===== config.mk =====
export PLATFORM = sky130hd
export DESIGN_NAME = xml_text_escaper
export DESIGN_NICKNAME = d
export VERILOG_FILES = /design/src/rtl/xte_pkg.sv /design/src/rtl/xte_front.sv /design/src/rtl/xte_queue.sv /design/src/rtl/xte_back.sv /design/src/rtl/xml_text_escaper.sv
export VERILOG_INCLUDE_DIRS = /design/src /design/src/rtl
export SDC_FILE = /design/constraint.sdc
export NUM_CORES = 1
export LEC_CHECK = 0
export CAP_MARGIN = 15
export CORE_ASPECT_RATIO = 2
export CORE_MARGIN = 3
export CORE_UTILIZATION = 54
export DETAILED_ROUTE_END_ITERATION = 10
export DONT_BUFFER_PORTS = 1
export PLACE_DENSITY = 0.67
export SKIP_CTS_REPAIR_TIMING = 1
export SYNTH_ARGS = -nofsm -noshare
export SYNTH_HDL_FRONTEND = slang
export SYNTH_HIERARCHICAL = 1
export SYNTH_SLANG_ARGS = --single-unit

===== constraint.sdc =====
create_clock -name clk_i -period 8.4 [get_ports clk_i]
set_input_delay 0 -clock clk_i [delete_from_list [all_inputs] [get_ports clk_i]]
set_output_delay 0 -clock clk_i [all_outputs]
set_load 0.005 [all_outputs]

===== src/rtl/xml_text_escaper_defines.svh =====
// Assertion macros used by the escaper's top level.
`ifndef XML_TEXT_ESCAPER_DEFINES_SVH
`define XML_TEXT_ESCAPER_DEFINES_SVH

// Same-cycle implication, sampled on clk_i, idle in reset
`define XTE_ASSERT_IMPLIES(lbl, ant, con) \
  lbl: assert property (@(posedge clk_i) disable iff (!rst_ni) (ant) |-> (con)) \
    else $error("xml_text_escaper: same-cycle check failed");

// Next-cycle implication, sampled on clk_i, idle in reset
`define XTE_ASSERT_NEXT(lbl, ant, con) \
  lbl: assert property (@(posedge clk_i) disable iff (!rst_ni) (ant) |=> (con)) \
    else $error("xml_text_escaper: next-cycle check failed");

`endif


===== src/rtl/xte_pkg.sv =====
// Types, constants and entity tables of the XML text escaper.
package xte_pkg;

  // Default depth of the command queue between front and back
  localparam int unsigned QueueDepth = 2;

  typedef struct packed {
    logic [7:0] text_byte;
    logic       final_byte;
  } in_t;

  typedef struct packed {
    logic [7:0] out_byte;
    logic       run_end;
    logic       text_end;
  } out_t;

  // Replacement class of one input byte
  typedef enum logic [2:0] {
    KIND_PASS,
    KIND_AMP,
    KIND_LT,
    KIND_GT,
    KIND_QUOT,
    KIND_APOS,
    KIND_REPL
  } kind_e;

  typedef struct packed {
    kind_e      kind;
    logic [7:0] text_byte;
    logic       final_byte;
  } cmd_t;

  // Queue status seen by the front and the back
  typedef struct packed {
    logic empty;
    logic full;
  } qstat_t;

  // Run length of each class, one to six bytes
  function automatic logic [2:0] run_len(kind_e kind);
    logic [2:0] len;
    case (kind)
      KIND_AMP:  len = 3'd5;
      KIND_LT:   len = 3'd4;
      KIND_GT:   len = 3'd4;
      KIND_QUOT: len = 3'd6;
      KIND_APOS: len = 3'd6;
      KIND_REPL: len = 3'd3;
      default:   len = 3'd1;
    endcase
    return len;
  endfunction

  // Byte at position idx of a run; a plain pass gives the raw byte
  function automatic logic [7:0] seq_byte(kind_e kind, logic [2:0] idx, logic [7:0] raw);
    logic [7:0] b;
    b = raw;
    case (kind)
      KIND_AMP: begin
        case (idx)
          3'd0:    b = 8'h26;
          3'd1:    b = 8'h61;
          3'd2:    b = 8'h6D;
          3'd3:    b = 8'h70;
          default: b = 8'h3B;
        endcase
      end
      KIND_LT: begin
        case (idx)
          3'd0:    b = 8'h26;
          3'd1:    b = 8'h6C;
          3'd2:    b = 8'h74;
          default: b = 8'h3B;
        endcase
      end
      KIND_GT: begin
        case (idx)
          3'd0:    b = 8'h26;
          3'd1:    b = 8'h67;
          3'd2:    b = 8'h74;
          default: b = 8'h3B;
        endcase
      end
      KIND_QUOT: begin
        case (idx)
          3'd0:    b = 8'h26;
          3'd1:    b = 8'h71;
          3'd2:    b = 8'h75;
          3'd3:    b = 8'h6F;
          3'd4:    b = 8'h74;
          default: b = 8'h3B;
        endcase
      end
      KIND_APOS: begin
        case (idx)
          3'd0:    b = 8'h26;
          3'd1:    b = 8'h61;
          3'd2:    b = 8'h70;
          3'd3:    b = 8'h6F;
          3'd4:    b = 8'h73;
          default: b = 8'h3B;
        endcase
      end
      KIND_REPL: begin
        case (idx)
          3'd0:    b = 8'hEF;
          3'd1:    b = 8'hBF;
          default: b = 8'hBD;
        endcase
      end
      default: b = raw;
    endcase
    return b;
  endfunction

endpackage


===== src/rtl/xte_front.sv =====
// Front end: accepts input transactions and classifies each byte.
module xte_front (
  input  logic          in_valid_i,
  input  xte_pkg::in_t  in_data_i,
  output logic          in_stall_o,
  input  xte_pkg::qstat_t qstat_i,
  output logic          push_o,
  output xte_pkg::cmd_t push_cmd_o
);
  import xte_pkg::*;

  kind_e kind;

  // Classify the byte into its replacement class
  always_comb begin
    case (in_data_i.text_byte) inside
      8'h26:                      kind = KIND_AMP;
      8'h3C:                      kind = KIND_LT;
      8'h3E:                      kind = KIND_GT;
      8'h22:                      kind = KIND_QUOT;
      8'h27:                      kind = KIND_APOS;
      8'h09, 8'h0A, 8'h0D:        kind = KIND_PASS;
      [8'h00:8'h1F]:              kind = KIND_REPL;
      default:                    kind = KIND_PASS;
    endcase
  end

  // Push when the queue has room
  assign in_stall_o            = qstat_i.full;
  assign push_o                = in_valid_i & ~qstat_i.full;
  assign push_cmd_o.kind       = kind;
  assign push_cmd_o.text_byte  = in_data_i.text_byte;
  assign push_cmd_o.final_byte = in_data_i.final_byte;

endmodule


===== src/rtl/xte_queue.sv =====
// Short command queue between the classifier and the emitter.
module xte_queue #(
  parameter int unsigned Depth = xte_pkg::QueueDepth
) (
  input  logic            clk_i,
  input  logic            rst_ni,
  input  logic            push_i,
  input  xte_pkg::cmd_t   push_cmd_i,
  input  logic            pop_i,
  output xte_pkg::cmd_t   head_o,
  output xte_pkg::qstat_t qstat_o
);
  import xte_pkg::*;

  localparam int unsigned PtrW = (Depth > 1) ? $clog2(Depth) : 1;
  localparam int unsigned CntW = $clog2(Depth + 1);
  localparam logic [PtrW-1:0] LastPtr = PtrW'(Depth - 1);
  localparam logic [CntW-1:0] FullCnt = CntW'(Depth);

  cmd_t            mem_q [Depth];
  logic [PtrW-1:0] wr_ptr_q, wr_ptr_d;
  logic [PtrW-1:0] rd_ptr_q, rd_ptr_d;
  logic [CntW-1:0] cnt_q, cnt_d;

  // Pointer and fill count update
  always_comb begin
    wr_ptr_d = wr_ptr_q;
    rd_ptr_d = rd_ptr_q;
    cnt_d    = cnt_q;
    if (push_i) begin
      wr_ptr_d = (wr_ptr_q == LastPtr) ? '0 : wr_ptr_q + PtrW'(1);
    end
    if (pop_i) begin
      rd_ptr_d = (rd_ptr_q == LastPtr) ? '0 : rd_ptr_q + PtrW'(1);
    end
    if (push_i && !pop_i) begin
      cnt_d = cnt_q + CntW'(1);
    end else if (pop_i && !push_i) begin
      cnt_d = cnt_q - CntW'(1);
    end
  end

  always_ff @(posedge clk_i or negedge rst_ni) begin
    if (!rst_ni) begin
      wr_ptr_q <= '0;
      rd_ptr_q <= '0;
      cnt_q    <= '0;
    end else begin
      wr_ptr_q <= wr_ptr_d;
      rd_ptr_q <= rd_ptr_d;
      cnt_q    <= cnt_d;
    end
  end

  // Entry storage
  always_ff @(posedge clk_i) begin
    if (push_i) begin
      mem_q[wr_ptr_q] <= push_cmd_i;
    end
  end

  assign head_o        = mem_q[rd_ptr_q];
  assign qstat_o.empty = (cnt_q == '0);
  assign qstat_o.full  = (cnt_q == FullCnt);

endmodule


===== src/rtl/xte_back.sv =====
// Back end: walks each queued command through its run of output bytes.
module xte_back (
  input  logic            clk_i,
  input  logic            rst_ni,
  input  xte_pkg::cmd_t   head_i,
  input  xte_pkg::qstat_t qstat_i,
  output logic            pop_o,
  output logic            out_valid_o,
  output xte_pkg::out_t   out_data_o,
  input  logic            out_stall_i
);
  import xte_pkg::*;

  logic [2:0] idx_q, idx_d;
  logic       out_valid_q, out_valid_d;
  out_t       out_q, out_d;
  logic       load;
  logic       last;

  // Output register may take a new byte when empty or being taken
  assign load  = ~out_valid_q | ~out_stall_i;
  assign last  = (idx_q == run_len(head_i.kind) - 3'd1);
  assign pop_o = load & ~qstat_i.empty & last;

  // Next byte of the current run
  always_comb begin
    idx_d            = idx_q;
    out_valid_d      = out_valid_q;
    out_d.out_byte   = seq_byte(head_i.kind, idx_q, head_i.text_byte);
    out_d.run_end    = last;
    out_d.text_end   = last & head_i.final_byte;
    if (load) begin
      out_valid_d = ~qstat_i.empty;
      if (!qstat_i.empty) begin
        idx_d = last ? 3'd0 : idx_q + 3'd1;
      end
    end
  end

  always_ff @(posedge clk_i or negedge rst_ni) begin
    if (!rst_ni) begin
      idx_q       <= 3'd0;
      out_valid_q <= 1'b0;
    end else begin
      idx_q       <= idx_d;
      out_valid_q <= out_valid_d;
    end
  end

  always_ff @(posedge clk_i) begin
    if (load) begin
      out_q <= out_d;
    end
  end

  assign out_valid_o = out_valid_q;
  assign out_data_o  = out_q;

endmodule


===== src/rtl/xml_text_escaper.sv =====
// Top level of the XML text escaper: classifier, command queue and emitter.
//
//   channel  direction  handshake                  payload
//   in       input      in_valid_i / in_stall_o    in_data_i  (text_byte, final_byte)
//   out      output     out_valid_o / out_stall_i  out_data_o (out_byte, run_end, text_end)
//
// One output byte leaves per cycle while out_stall_i is low; an input byte with a run of n bytes
// gives n output bytes (one for plain bytes, up to six for quot and apos).
// Input is stalled only while the command queue is full; it is Depth entries.
// The first output byte passes through the queue entry and then the output register before it is presented.
// Reset clears the queue pointers and fill count, run index and output valid; nothing else.
module xml_text_escaper #(
  parameter int unsigned QueueDepth = xte_pkg::QueueDepth
) (
  input  logic          clk_i,
  input  logic          rst_ni,
  input  logic          in_valid_i,
  input  xte_pkg::in_t  in_data_i,
  output logic          in_stall_o,
  output logic          out_valid_o,
  output xte_pkg::out_t out_data_o,
  input  logic          out_stall_i
);
  import xte_pkg::*;

`include "xml_text_escaper_defines.svh"

  logic   push;
  logic   pop;
  cmd_t   push_cmd;
  cmd_t   head;
  qstat_t qstat;

  xte_front u_front (
    .in_valid_i (in_valid_i),
    .in_data_i  (in_data_i),
    .in_stall_o (in_stall_o),
    .qstat_i    (qstat),
    .push_o     (push),
    .push_cmd_o (push_cmd)
  );

  xte_queue #(
    .Depth (QueueDepth)
  ) u_queue (
    .clk_i      (clk_i),
    .rst_ni     (rst_ni),
    .push_i     (push),
    .push_cmd_i (push_cmd),
    .pop_i      (pop),
    .head_o     (head),
    .qstat_o    (qstat)
  );

  xte_back u_back (
    .clk_i       (clk_i),
    .rst_ni      (rst_ni),
    .head_i      (head),
    .qstat_i     (qstat),
    .pop_o       (pop),
    .out_valid_o (out_valid_o),
    .out_data_o  (out_data_o),
    .out_stall_i (out_stall_i)
  );

  // A queue cannot be empty and full at once
  `XTE_ASSERT_IMPLIES(a_queue_state, qstat.empty, !qstat.full)
  // End of text only ever falls on the end of a run
  `XTE_ASSERT_IMPLIES(a_text_end_run, out_valid_o && out_data_o.text_end, out_data_o.run_end)
  // A run continues without a gap once a mid-run byte is taken
  `XTE_ASSERT_NEXT(a_run_contig, out_valid_o && !out_stall_i && !out_data_o.run_end, out_valid_o)

endmodule


==> qor.csv, run 1 <==
metric,value,unit
die height,103,um
wire per inst,17.4,um
post-synth top area cell,edfxtp_1,
min-delay src,in_data_i[3],
Pre-Repair DR Iteration Count,4,
"Avg Cell Area, Syn",11.6,sq um
Seq cells post-synth,42,
most frequent cells in the layout,"edfxtp_1 (34), dlygate4sd3_1 (11), nand2_1 (11), nor2_1 (10), mux2_4 (9)",
Crit. End Element,register,
number of global-route vias before repair,1643,
core footprint,0.00442,sq mm
Hold Path Stages,2,
ys flop type,edfxtp_1,
worst path cell trace,"mux2_4, inv_1, o21ai_0, ha_1, xor2_1, nand2_1, nor3b_2, and2_1, inv_1, ha_1, xor2_1, nor2_1, xor2_1",
distinct cell type count after synthesis,58,
finished layout cell area,0.00267,sq mm
largest net degree at the start of global routing,30,
Pins Over Slew Limit,0,
Post-synth ARST share,19.0,%
dpl hpwl,3.43,mm
post-synthesis sequential area ratio,48.1,%
final hold violations,2,
CP peak stage delay,0.76,ns
full die area,0.00561,sq mm
power per cell area,382,mW/mm^2
Worst R2R End,u_queue/cnt_q[1]$_DFFE_PN0P_,
gpl congestion,0.890,
Setup TNS,0,ns
number of synthesized flops with an enable pin,34,
Yosys top cell area share,40.2,%
clk slew on worst S/H paths,0.07,ns
max layer used,met4,
die width,54.5,um
status,finished with violations,
met3 WL,147,um
Final period util,40.7,%
placed cells,251,
Total GRT Usage,18.6,%
"Clk Latency, worst-skew pair",0.29,ns
violated checks,negative hold slack,
Fin Hold WS,-0.0000463,ns
largest family of logic cells by synthesized area,compound AO/OA/AOI/OAI gates,
detailed-route DRC error count,0,
post-synthesis mux area share,9.11,%
CP max FO,29,
Adder-Cell Fraction of Synth Area,3.45,%
Final Net Count,235,
Synth Area in XOR/XNOR,3.99,%
total CTS buffers,5,
crit path launch type,register,
CP max-delay cell,dfrtp_1,
Hold Path Class,input port to register,
R2R Setup Slk,4.98,ns
max cap viols,0,
vias per cell,6.20,
crit path DAT,3.63,ns
DRT antenna net count,0,
Achievable Freq,293,MHz
CP Buf/Inv Count,2,
"top cells by area, synth","edfxtp_1 (40%), dfrtp_1 (7.9%), mux2_4 (5.3%)",
Tightest Pin Transition,1.02,ns
clk root buf,clkbuf_8,
reg2reg start,u_queue/rd_ptr_q$_DFFE_PN0P_,
critical path type,register to register,
DRT Wirelength,4.70,mm
global-route wire length before repair,7.52,mm
clock skew,0.00218,ns
setup violators final,0,
initial drt markers,62,
I/O pin count,25,
Synth Instances,220,
WHS Endpoint,u_queue/mem_q[0][11]$_DFFE_PP_,
CTS tree,built,
max_slew headroom,32.0,%
"delay-heaviest family, CP",flip-flops,
P&R area growth vs syn,4.87,%
# rows,34,
maximum clock path buffer count,2,
M1 WL,1.72,mm
CP dominant cell by count,xor2_1,
DR vias,1673,
Final min period,3.42,ns
layout cell share with drive strength beyond 1,13.4,%
Leak,0.972,nW
synth warn,6,
gr ovfl total,0,
post-synthesis compound-gate area fraction,14.4,%
antenna cells,0,
Peak supply drop,0.333,mV
met2 wire length,2.63,mm
Worst Path Required,8.61,ns
r2r worst-path depth,13,
Post-Synth Simple-Gate Area,13.6,%
unrepaired setup endpoints after global routing,false,
Starting Density,57.4,%
clk sinks,42,
"leading cell type in the layout, fill and taps excluded",edfxtp_1,
antenna violations before repair,0,
Synth Cell Area,0.00254,sq mm
Non-Filler Instances,270,
# H-tree levels,2,
IO buf count,0,
Mapped Nets,240,
placement-stage cell area,0.00246,sq mm
-- registers in the layout (all words and copies together), names as in the netlist --
register,cells
u_queue/wr_ptr_q,1
u_queue/rd_ptr_q,1
u_back/out_data_o,10
u_back/out_valid_o,1
u_back/idx_q,3
u_queue/cnt_q,2
u_queue/mem_q,24
-- report_power, final --
group          switching, W  internal [W]  leakage, nW
registers         0.0000608      0.000317        0.418
logic              0.000280      0.000230        0.506
clock network     0.0000653     0.0000660       0.0472
-- cells in the mapped netlist (2+ instances only) --
cell type  number
edfxtp_1       34
a31oi_1         3
dfrtp_1         8
ha_1            7
a32o_1          2
nor3b_1         3
nand2_1        11
a21oi_1         8
or3_1           2
o21ai_1         4
nor2_1         10
mux2_4          9
o31ai_1         2
o211ai_1        4
buf_6           2
nand3_1         4
buf_2           8
xnor2_1         2
inv_1           8
o21ai_0         5
a221oi_1        3
xor2_1          7
nor3_1          6
nand2b_1        5
nand3b_1        2
clkbuf_1        2
or4bb_1         2
mux2_2          3
o22ai_1         4
and2_1          4
mux2i_1         4
nor2b_1         7
buf_4          10
-- worst max path at each step --
stage                     cells past startpoint                           end  slack (ns)                         start
after CTS                                    13  u_queue/cnt_q[1]$_DFFE_PN0P_        4.98  u_queue/rd_ptr_q$_DFFE_PN0P_
final                                        13  u_queue/cnt_q[1]$_DFFE_PN0P_        4.98  u_queue/rd_ptr_q$_DFFE_PN0P_
after global placement                       13  u_queue/cnt_q[1]$_DFFE_PN0P_        5.09  u_queue/rd_ptr_q$_DFFE_PN0P_
after floorplan                              16  u_queue/cnt_q[1]$_DFFE_PN0P_        5.21  u_queue/rd_ptr_q$_DFFE_PN0P_
after global routing                         13  u_queue/cnt_q[1]$_DFFE_PN0P_        4.74  u_queue/rd_ptr_q$_DFFE_PN0P_
after detailed placement                     13  u_queue/cnt_q[1]$_DFFE_PN0P_        5.02  u_queue/rd_ptr_q$_DFFE_PN0P_
-- area by class of cell --
| cell class | instances | area, sq um |
|---|---|---|
| clock buffer | 6 | 82.6 |
| clock inverter | 2 | 12.5 |
| fill | 384 | 1760 |
| inverter | 10 | 37.5 |
| multi-input combinational | 145 | 1130 |
| sequential | 42 | 1220 |
| tap | 54 | 67.6 |
| timing repair buffer | 11 | 110 |
-- cell families (layout without fill, tap and decap cells) --
group                      Yosys count  after routing
and+or+nand+nor                     61             61
muxes                               17             17
AOI/OAI and AO/OA                   50             50
buffers and inverters               33             29
adders and majority gates            7              7
DFF                                 42             42
xor gates and xnor gates            10             10
-- stage by stage --
step	util [%]	power [W]	worst slack, ns
floorplan	-	0.000803	5.21
global placement	55.6	0.000867	5.09
detailed placement	55.6	0.000881	5.02
CTS	57.7	0.00101	4.98
global route	60.2	0.00109	4.74
finish	60.2	0.00102	4.98
-- metal layers --
metal | vias to the layer above | GRT usage, %
met1 | 798 | 20.0
met2 | 56 | 31.2
li1 | 803 | -
met4 | 0 | 12.3
met5 | - | 0
met3 | 16 | 4.20
Power figures use the tool's default switching activity.
==> inputs of run 2 (changes only) <==
--- a/config.mk
+++ b/config.mk
@@ -6,13 +6,14 @@
 export SDC_FILE = /design/constraint.sdc
 export NUM_CORES = 1
 export LEC_CHECK = 0
+export ABC_AREA = 1
 export CAP_MARGIN = 15
 export CORE_ASPECT_RATIO = 2
 export CORE_MARGIN = 3
 export CORE_UTILIZATION = 54
 export DETAILED_ROUTE_END_ITERATION = 10
 export DONT_BUFFER_PORTS = 1
-export PLACE_DENSITY = 0.67
+export PLACE_DENSITY = 0.7
 export SKIP_CTS_REPAIR_TIMING = 1
 export SYNTH_ARGS = -nofsm -noshare
 export SYNTH_HDL_FRONTEND = slang
==> constraint.sdc (replaced) <==
create_clock -name clk_i -period 2.8 [get_ports clk_i]
set_input_delay 0 -clock clk_i [delete_from_list [all_inputs] [get_ports clk_i]]
set_output_delay 0 -clock clk_i [all_outputs]
set_load 0.005 [all_outputs]
==> run 2 against run 1 <==
Compared with the run above:
- the flow now finishes without violations
- critical endpoint unchanged
- setup slack worse by 4.8 ns
- die area decreased by 1.5%
- utilization rose by 3.5 points
- highest routed layer unchanged
- maximum frequency rose by 29%
- non-clock buffer count is 8 higher
- critical path type unchanged
==> qor.csv, run 2 <==
metric,value,unit,change
status,completed,,
synth cell count leaders,"nand2_1 (76), inv_1 (36), edfxtp_1 (34), nor2_1 (27), nand3_1 (13)",,
full die area,0.00553,sq mm,-1.5%
gpl congestion,0.845,,-5.1%
total CTS buffers,5,,unchanged
Crit. End Element,register,,
number of synthesized flops with an enable pin,34,,unchanged
Worst R2R End,u_queue/cnt_q[1]$_DFFE_PN0P_,,
Synth Instances,278,,+26%
maximum clock path buffer count,2,,unchanged
sw power,0.00142,W,+250%
IO buf count,0,,unchanged
global-route wire length before repair,7.65,mm,+1.6%
Hold Path Stages,3,,+1
fillcell total,373,,-2.9%
footprint of the multi-input gates,0.00110,sq mm,-3.1%
Final min period,2.64,ns,-0.775 ns
Flop pwr share,33.6,%,-3.5 points
final hold violations,0,,-2
antenna violations before repair,0,,unchanged
Hold Path Class,input port to register,,
clock skew,0.00918,ns,+0.00700 ns
Peak supply drop,0.682,mV,+100%
Pre-Repair DR Iteration Count,4,,unchanged
wire per inst,14.0,um,-20%
"Avg Cell Area, Syn",8.99,sq um,-22%
r2r worst-path depth,18,,+5
Leak,1.32,nW,+36%
Tightest Pin Transition,0.469,ns,-0.548 ns
CP max-delay cell,dfrtp_2,,
most frequent cells in the layout,"nand2_1 (76), edfxtp_1 (34), inv_1 (33), nor2_1 (27), nand3_1 (11)",,
synth warn,6,,unchanged
DRT Wirelength,4.87,mm,+3.5%
Setup TNS,0,ns,unchanged
Biggest register,u_queue/mem_q,,
R2R Setup Slk,0.16,ns,-4.82 ns
Synth Cell Area,0.00250,sq mm,-1.7%
initial drt markers,36,,-42%
WHS Endpoint,u_queue/wr_ptr_q$_DFFE_PN0P_,,
Sw Share,43.9,%,+4.0 points
distinct cell type count after synthesis,30,,-48%
clk sinks,42,,unchanged
# rows,34,,unchanged
CP max FO,6,,-79%
"top cells by area, synth","edfxtp_1 (41%), nand2_1 (11%), dfrtp_1 (8.0%)",,
Achievable Freq,378,MHz,+29%
CP Buf/Inv Count,5,,+3
Final Net Count,313,,+33%
max_slew headroom,68.7,%,+37 points
"delay-heaviest family, CP",simple AND/OR/NAND/NOR gates,,
"leading cell type in the layout, fill and taps excluded",nand2_1,,
Mapped Nets,298,,+24%
combinational fraction of design power,54.6,%,+4.6 points
die width,54.1,um,-0.74%
clk slew on worst S/H paths,0.08,ns,about the same
detailed-route DRC error count,0,,unchanged
post-synthesis sequential area ratio,48.9,%,+0.82 points
max cap viols,0,,unchanged
die height,102,um,-0.79%
worst path cell trace,"mux2_4, inv_4, nand3_4, nand2_2, clkinv_2, nand2_2, inv_1, ha_4, xor2_1, nand2_1, nor2_2, nand2_4, nor2_4, inv_2, ha_4, inv_2, nand4_1, nand2_1",,
Worst Path Required,2.98,ns,-5.63 ns
largest net degree at the start of global routing,16,,-47%
Final period util,94.4,%,+54 points
P_int,0.00182,W,+200%
DRT antenna net count,0,,unchanged
placed cells,326,,+30%
"Clk Latency, worst-skew pair",0.29,ns,about the same
critical path type,register to register,,
Seq cells post-synth,42,,unchanged
min-delay src,in_valid_i,,
Storage cell area,0.00122,sq mm,+0.10%
dpl hpwl,3.82,mm,+12%
P&R area growth vs syn,12.8,%,
Non-Filler Instances,348,,+29%
# H-tree levels,2,,unchanged
Final Power,0.00324,W,+220%
gr ovfl total,0,,unchanged
max FFs per register,24,,unchanged
antenna cells,0,,unchanged
Total GRT Usage,19.5,%,+0.87 points
crit path DAT,2.83,ns,-0.80 ns
Post-synth ARST share,19.0,%,unchanged
CP peak stage delay,0.45,ns,-0.31 ns
I/O pin count,25,,unchanged
reg2reg start,u_queue/rd_ptr_q$_DFFE_PN0P_,,
Pins Over Slew Limit,0,,unchanged
setup violators final,0,,unchanged
power per cell area,1150,mW/mm^2,+200%
number of global-route vias before repair,1682,,+2.4%
ys flop type,edfxtp_1,,
clk root buf,clkbuf_8,,
vias per cell,5.16,,-17%
clock power share,11.8,%,-1.1 points
Yosys top cell area share,40.9,%,+0.68 points
"count leader, synth",nand2_1,,
DR vias,1797,,+7.4%
Starting Density,56.5,%,-0.96 points
layout cell share with drive strength beyond 1,21.4,%,+8.0 points
CTS tree,built,,
core footprint,0.00442,sq mm,unchanged
crit path launch type,register,,
post-synth top area cell,edfxtp_1,,
==> run 2: cell types whose count changed after synthesis, moves of 5 or more <==
cell      before  now
buf_2          8    0
nand2_1       11   76
nor2b_1        7    0
nor3_1         6    0
inv_1          8   36
nand2_2        0    7
nand2b_1       5    0
nand3_1        4   13
nor2_1        10   27
inv_2          1    6
==> run 2: metal layers <==
layer	global-route usage [%]	vias up	part of all wire, %
met1	19.7	825	36
met5	0	-	0
met2	36.4	43	59
li1	-	918	-
met3	3.94	11	2.3
met4	8.25	0	2.9
==> run 2: power by group through the flow <==
stage / sequential [W] / combinational (W) / clock [W]
4_1_cts: 0.00109 / 0.00165 / 0.000393
3_5_place_dp: 0.00111 / 0.00165 / 0
6_report: 0.00109 / 0.00177 / 0.000383
5_1_grt: 0.00112 / 0.00197 / 0.000419
2_1_floorplan: 0.00106 / 0.00131 / 0
3_3_place_gp: 0.00110 / 0.00162 / 0
==> run 2: worst max-delay path by stage <==
| stage | end | cells after the start | slack, ns | from |
|---|---|---|---|---|
| floorplan | u_queue/cnt_q[1]$_DFFE_PN0P_ | 20 | 0.06 | u_queue/rd_ptr_q$_DFFE_PN0P_ |
| global placement | u_queue/cnt_q[1]$_DFFE_PN0P_ | 19 | 0.08 | u_queue/rd_ptr_q$_DFFE_PN0P_ |
| finish | u_queue/cnt_q[1]$_DFFE_PN0P_ | 18 | 0.16 | u_queue/rd_ptr_q$_DFFE_PN0P_ |
| CTS | u_queue/cnt_q[1]$_DFFE_PN0P_ | 19 | 0.006 | u_queue/rd_ptr_q$_DFFE_PN0P_ |
| global route | u_queue/cnt_q[1]$_DFFE_PN0P_ | 19 | -0.02 | u_queue/rd_ptr_q$_DFFE_PN0P_ |
| detailed placement | u_queue/cnt_q[1]$_DFFE_PN0P_ | 19 | 0.02 | u_queue/rd_ptr_q$_DFFE_PN0P_ |
==> run 2: through the flow <==
| step | instance area, sq um | utilization, % | worst slack [ns] | hold slack (ns) |
|---|---|---|---|---|
| finish | 2820 | 63.7 | 0.158 | 0.0224 |
| global route | 2820 | 63.7 | -0.0227 | 0.0394 |
| CTS | 2660 | 60.1 | 0.00639 | -0.617 |
| detailed placement | 2570 | 58.0 | 0.0218 | -0.295 |
| global placement | 2570 | 58.0 | 0.0842 | -0.295 |
| floorplan | 2550 | - | 0.0566 | -0.296 |
==> run 2: cell type report <==
class / instances / share of cell area [%]
Tap cell: 54 / 2.40
Clock buffer: 5 / 2.44
Clock inverter: 3 / 0.843
Timing Repair Buffer: 19 / 5.95
Multi-Input combinational cell: 182 / 39.0
Sequential cell: 42 / 43.4
Inverter: 43 / 6.04
==> run 2: worst register-to-register path, cell delays in order (launching register included) <==
cell and delay, ns:
dfrtp_2 0.45, mux2_4 0.38, inv_4 0.10, nand3_4 0.06, nand2_2 0.07, clkinv_2 0.06, nand2_2 0.08, inv_1 0.07
ha_4 0.26, xor2_1 0.12, nand2_1 0.08, nor2_2 0.12, nand2_4 0.07, nor2_4 0.12, inv_2 0.05, ha_4 0.27
inv_2 0.03, nand4_1 0.08, nand2_1 0.06
==> run 2: logic make-up after synthesis <==
| group | share of synthesized area [%] |
|---|---|
| buffers and inverters | 9.96 |
| AO/OA/AOI/OAI | 5.81 |
| AND/OR/NAND/NOR | 23.3 |
| flip-flops | 48.9 |
| adder cells (fa/ha/maj) | 3.51 |
| XOR/XNOR | 1.75 |
| multiplexers | 6.76 |
==> inputs of run 3 (changes only) <==
==> constraint.sdc (replaced) <==
create_clock -name clk_i -period 2.8 [get_ports clk_i]
set_input_delay 0.42 -clock clk_i [delete_from_list [all_inputs] [get_ports clk_i]]
set_output_delay 0.42 -clock clk_i [all_outputs]
set_load 0.005 [all_outputs]
==> run 3 against run 2 <==
Compared with the run above:
- global-route usage is 0.16 points higher
- power grew 2.8%
- sequential cell count unchanged
- cell count down 0.57%
- setup slack gained 0.026 ns
- clock power about the same
- via count rose by 1.9%
- maximum frequency up 1.0%
- die area did not move
- combinational power grew 5%
- count of clock-buffer cells in the layout stayed put
- sequential share of layout area grew 0.35 points
- critical endpoint unchanged
- largest cell class unchanged
- highest routed layer unchanged
==> qor.csv, run 3 (synthesis gave the netlist of run 2 again) <==
metric,value,unit,change
largest net degree at the start of global routing,16,,unchanged
Tightest Pin Transition,0.469,ns,-0.000743 ns
Hold Path Stages,0,,-3
# rows,34,,unchanged
R2R Setup Slk,0.18,ns,+0.03 ns
Worst R2R End,u_queue/cnt_q[1]$_DFFE_PN0P_,,
most frequent cells in the layout,"nand2_1 (76), edfxtp_1 (34), inv_1 (32), nor2_1 (27), buf_4 (15)",,
gpl congestion,0.869,,+2.9%
Worst Path Required,2.98,ns,about the same
vias per cell,5.29,,+2.5%
final hold violations,0,,unchanged
crit path DAT,2.80,ns,-0.03 ns
die width,54.1,um,unchanged
Biggest register,u_queue/mem_q,,
Peak supply drop,0.703,mV,+3.1%
Setup TNS,0,ns,unchanged
Hold Path Class,input port to register,,
global-route wire length before repair,7.70,mm,+0.72%
Final Net Count,311,,-0.64%
r2r worst-path depth,17,,-1
DR vias,1832,,+1.9%
core footprint,0.00442,sq mm,unchanged
Crit. End Element,register,,
I/O pin count,25,,unchanged
unrepaired setup endpoints after global routing,false,,
DRT antenna net count,0,,unchanged
Flop pwr share,32.7,%,-0.9 points
Final period util,93.4,%,-0.93 points
DRT Wirelength,4.95,mm,+1.8%
min-delay src,in_data_i[0],,
full die area,0.00553,sq mm,unchanged
IO buf count,0,,unchanged
reg2reg start,u_queue/rd_ptr_q$_DFFE_PN0P_,,
max cap viols,0,,unchanged
fillcell total,358,,-4.0%
die height,102,um,unchanged
Storage cell area,0.00122,sq mm,unchanged
power per cell area,1190,mW/mm^2,+3.6%
"Clk Latency, worst-skew pair",0.29,ns,about the same
clock skew,0.0114,ns,+0.00221 ns
Achievable Freq,382,MHz,+1.0%
dpl hpwl,3.93,mm,+2.8%
total CTS buffers,5,,unchanged
Leak,1.32,nW,-0.17%
clk root buf,clkbuf_8,,
P&R area growth vs syn,11.9,%,
critical path type,register to register,,
maximum clock path buffer count,2,,unchanged
Pre-Repair DR Iteration Count,4,,unchanged
sw power,0.00144,W,+1.4%
clock power share,11.5,%,-0.3 points
crit path launch type,register,,
max FFs per register,24,,unchanged
detailed-route DRC error count,0,,unchanged
wire per inst,14.3,um,+2.4%
Sw Share,43.3,%,-0.60 points
antenna violations before repair,0,,unchanged
initial drt markers,31,,-14%
Pins Over Slew Limit,0,,unchanged
Finished Core Util,63.2,%,-0.51 points
CP max FO,5,,-1
status,completed,,
setup violators final,0,,unchanged
P_int,0.00189,W,+3.9%
clk sinks,42,,unchanged
WHS Endpoint,u_queue/mem_q[0][0]$_DFFE_PP_,,
antenna cells,0,,unchanged
gr ovfl total,0,,unchanged
Total GRT Usage,19.7,%,+0.16 points
# H-tree levels,2,,unchanged
Starting Density,56.5,%,unchanged
clk slew on worst S/H paths,0.08,ns,about the same
layout cell share with drive strength beyond 1,24.3,%,+2.9 points
CTS tree,built,,
combinational fraction of design power,55.8,%,+1.2 points
"leading cell type in the layout, fill and taps excluded",nand2_1,,
max_slew headroom,68.7,%,about the same
number of global-route vias before repair,1756,,+4.4%
Final min period,2.62,ns,-0.0262 ns
footprint of the multi-input gates,0.00110,sq mm,unchanged
## run 3: cell count changes in the layout (fill, tap and decap cells not counted)
| cell | previous run | this run |
|---|---|---|
| buf_12 | 0 | 1 |
| inv_2 | 6 | 7 |
| inv_6 | 1 | 2 |
| buf_4 | 9 | 15 |
| inv_4 | 3 | 2 |
| inv_1 | 33 | 32 |
| dlygate4sd3_1 | 10 | 1 |
## run 3: per-stage QoR
step / setup slack, ns / power [W] / cells / instance area, sq um / hold slack, ns
2_1_floorplan: 0.0566 / 0.00237 / 278 / 2550 / 0.124
3_3_place_gp: 0.101 / 0.00272 / 325 / 2560 / 0.125
3_5_place_dp: 0.0557 / 0.00274 / 325 / 2560 / 0.125
4_1_cts: 0.0355 / 0.00312 / 333 / 2650 / -0.198
5_1_grt: 0.00736 / 0.00359 / 346 / 2800 / 0.196
6_report: 0.184 / 0.00333 / 346 / 2800 / 0.224
## run 3: critical path, stage by stage, from the launching register on
cell and delay, ns:
dfrtp_2 0.45, mux2_4 0.36, buf_12 0.14, o21ai_4 0.09, nand2_2 0.09, nand2_2 0.08
inv_2 0.05, ha_4 0.25, xor2_1 0.12, nand2_1 0.07, nor2_2 0.12, nand2_4 0.07
nor2_4 0.12, inv_2 0.06, ha_4 0.27, inv_2 0.03, nand4_1 0.08, nand2_1 0.05
## run 3: metal layers
metal	global-route usage, %	wire, um
met4	11.1	233
met2	36.7	2870
met5	0	0
met3	4.38	150
met1	18.2	1700
## run 3: power groups by stage
stage	clock, W	combinational (W)	sequential, W
floorplan	0	0.00131	0.00106
global placement	0	0.00162	0.00110
detailed placement	0	0.00163	0.00111
CTS	0.000393	0.00164	0.00109
global route	0.000424	0.00205	0.00112
finish	0.000382	0.00186	0.00109
## run 3: area by class of cell
cell class / count / area share [%]
flip-flops and latches: 42 / 43.7
multi-input cells: 182 / 39.3
inverters: 43 / 6.17
repair buffers: 17 / 5.10
clock buffers: 5 / 2.46
well taps: 54 / 2.42
clock inverters: 3 / 0.850
## run 3: worst max path at each step
| stage | start | end | slack, ns | depth (start not counted) |
|---|---|---|---|---|
| 2_1_floorplan | u_queue/rd_ptr_q$_DFFE_PN0P_ | u_queue/cnt_q[1]$_DFFE_PN0P_ | 0.06 | 20 |
| 3_3_place_gp | u_queue/rd_ptr_q$_DFFE_PN0P_ | u_queue/cnt_q[1]$_DFFE_PN0P_ | 0.10 | 19 |
| 3_5_place_dp | u_queue/rd_ptr_q$_DFFE_PN0P_ | u_queue/cnt_q[1]$_DFFE_PN0P_ | 0.06 | 19 |
| 4_1_cts | u_queue/rd_ptr_q$_DFFE_PN0P_ | u_queue/cnt_q[1]$_DFFE_PN0P_ | 0.04 | 19 |
| 5_1_grt | u_queue/rd_ptr_q$_DFFE_PN0P_ | u_queue/cnt_q[1]$_DFFE_PN0P_ | 0.007 | 18 |
| 6_report | u_queue/rd_ptr_q$_DFFE_PN0P_ | u_queue/cnt_q[1]$_DFFE_PN0P_ | 0.18 | 17 |
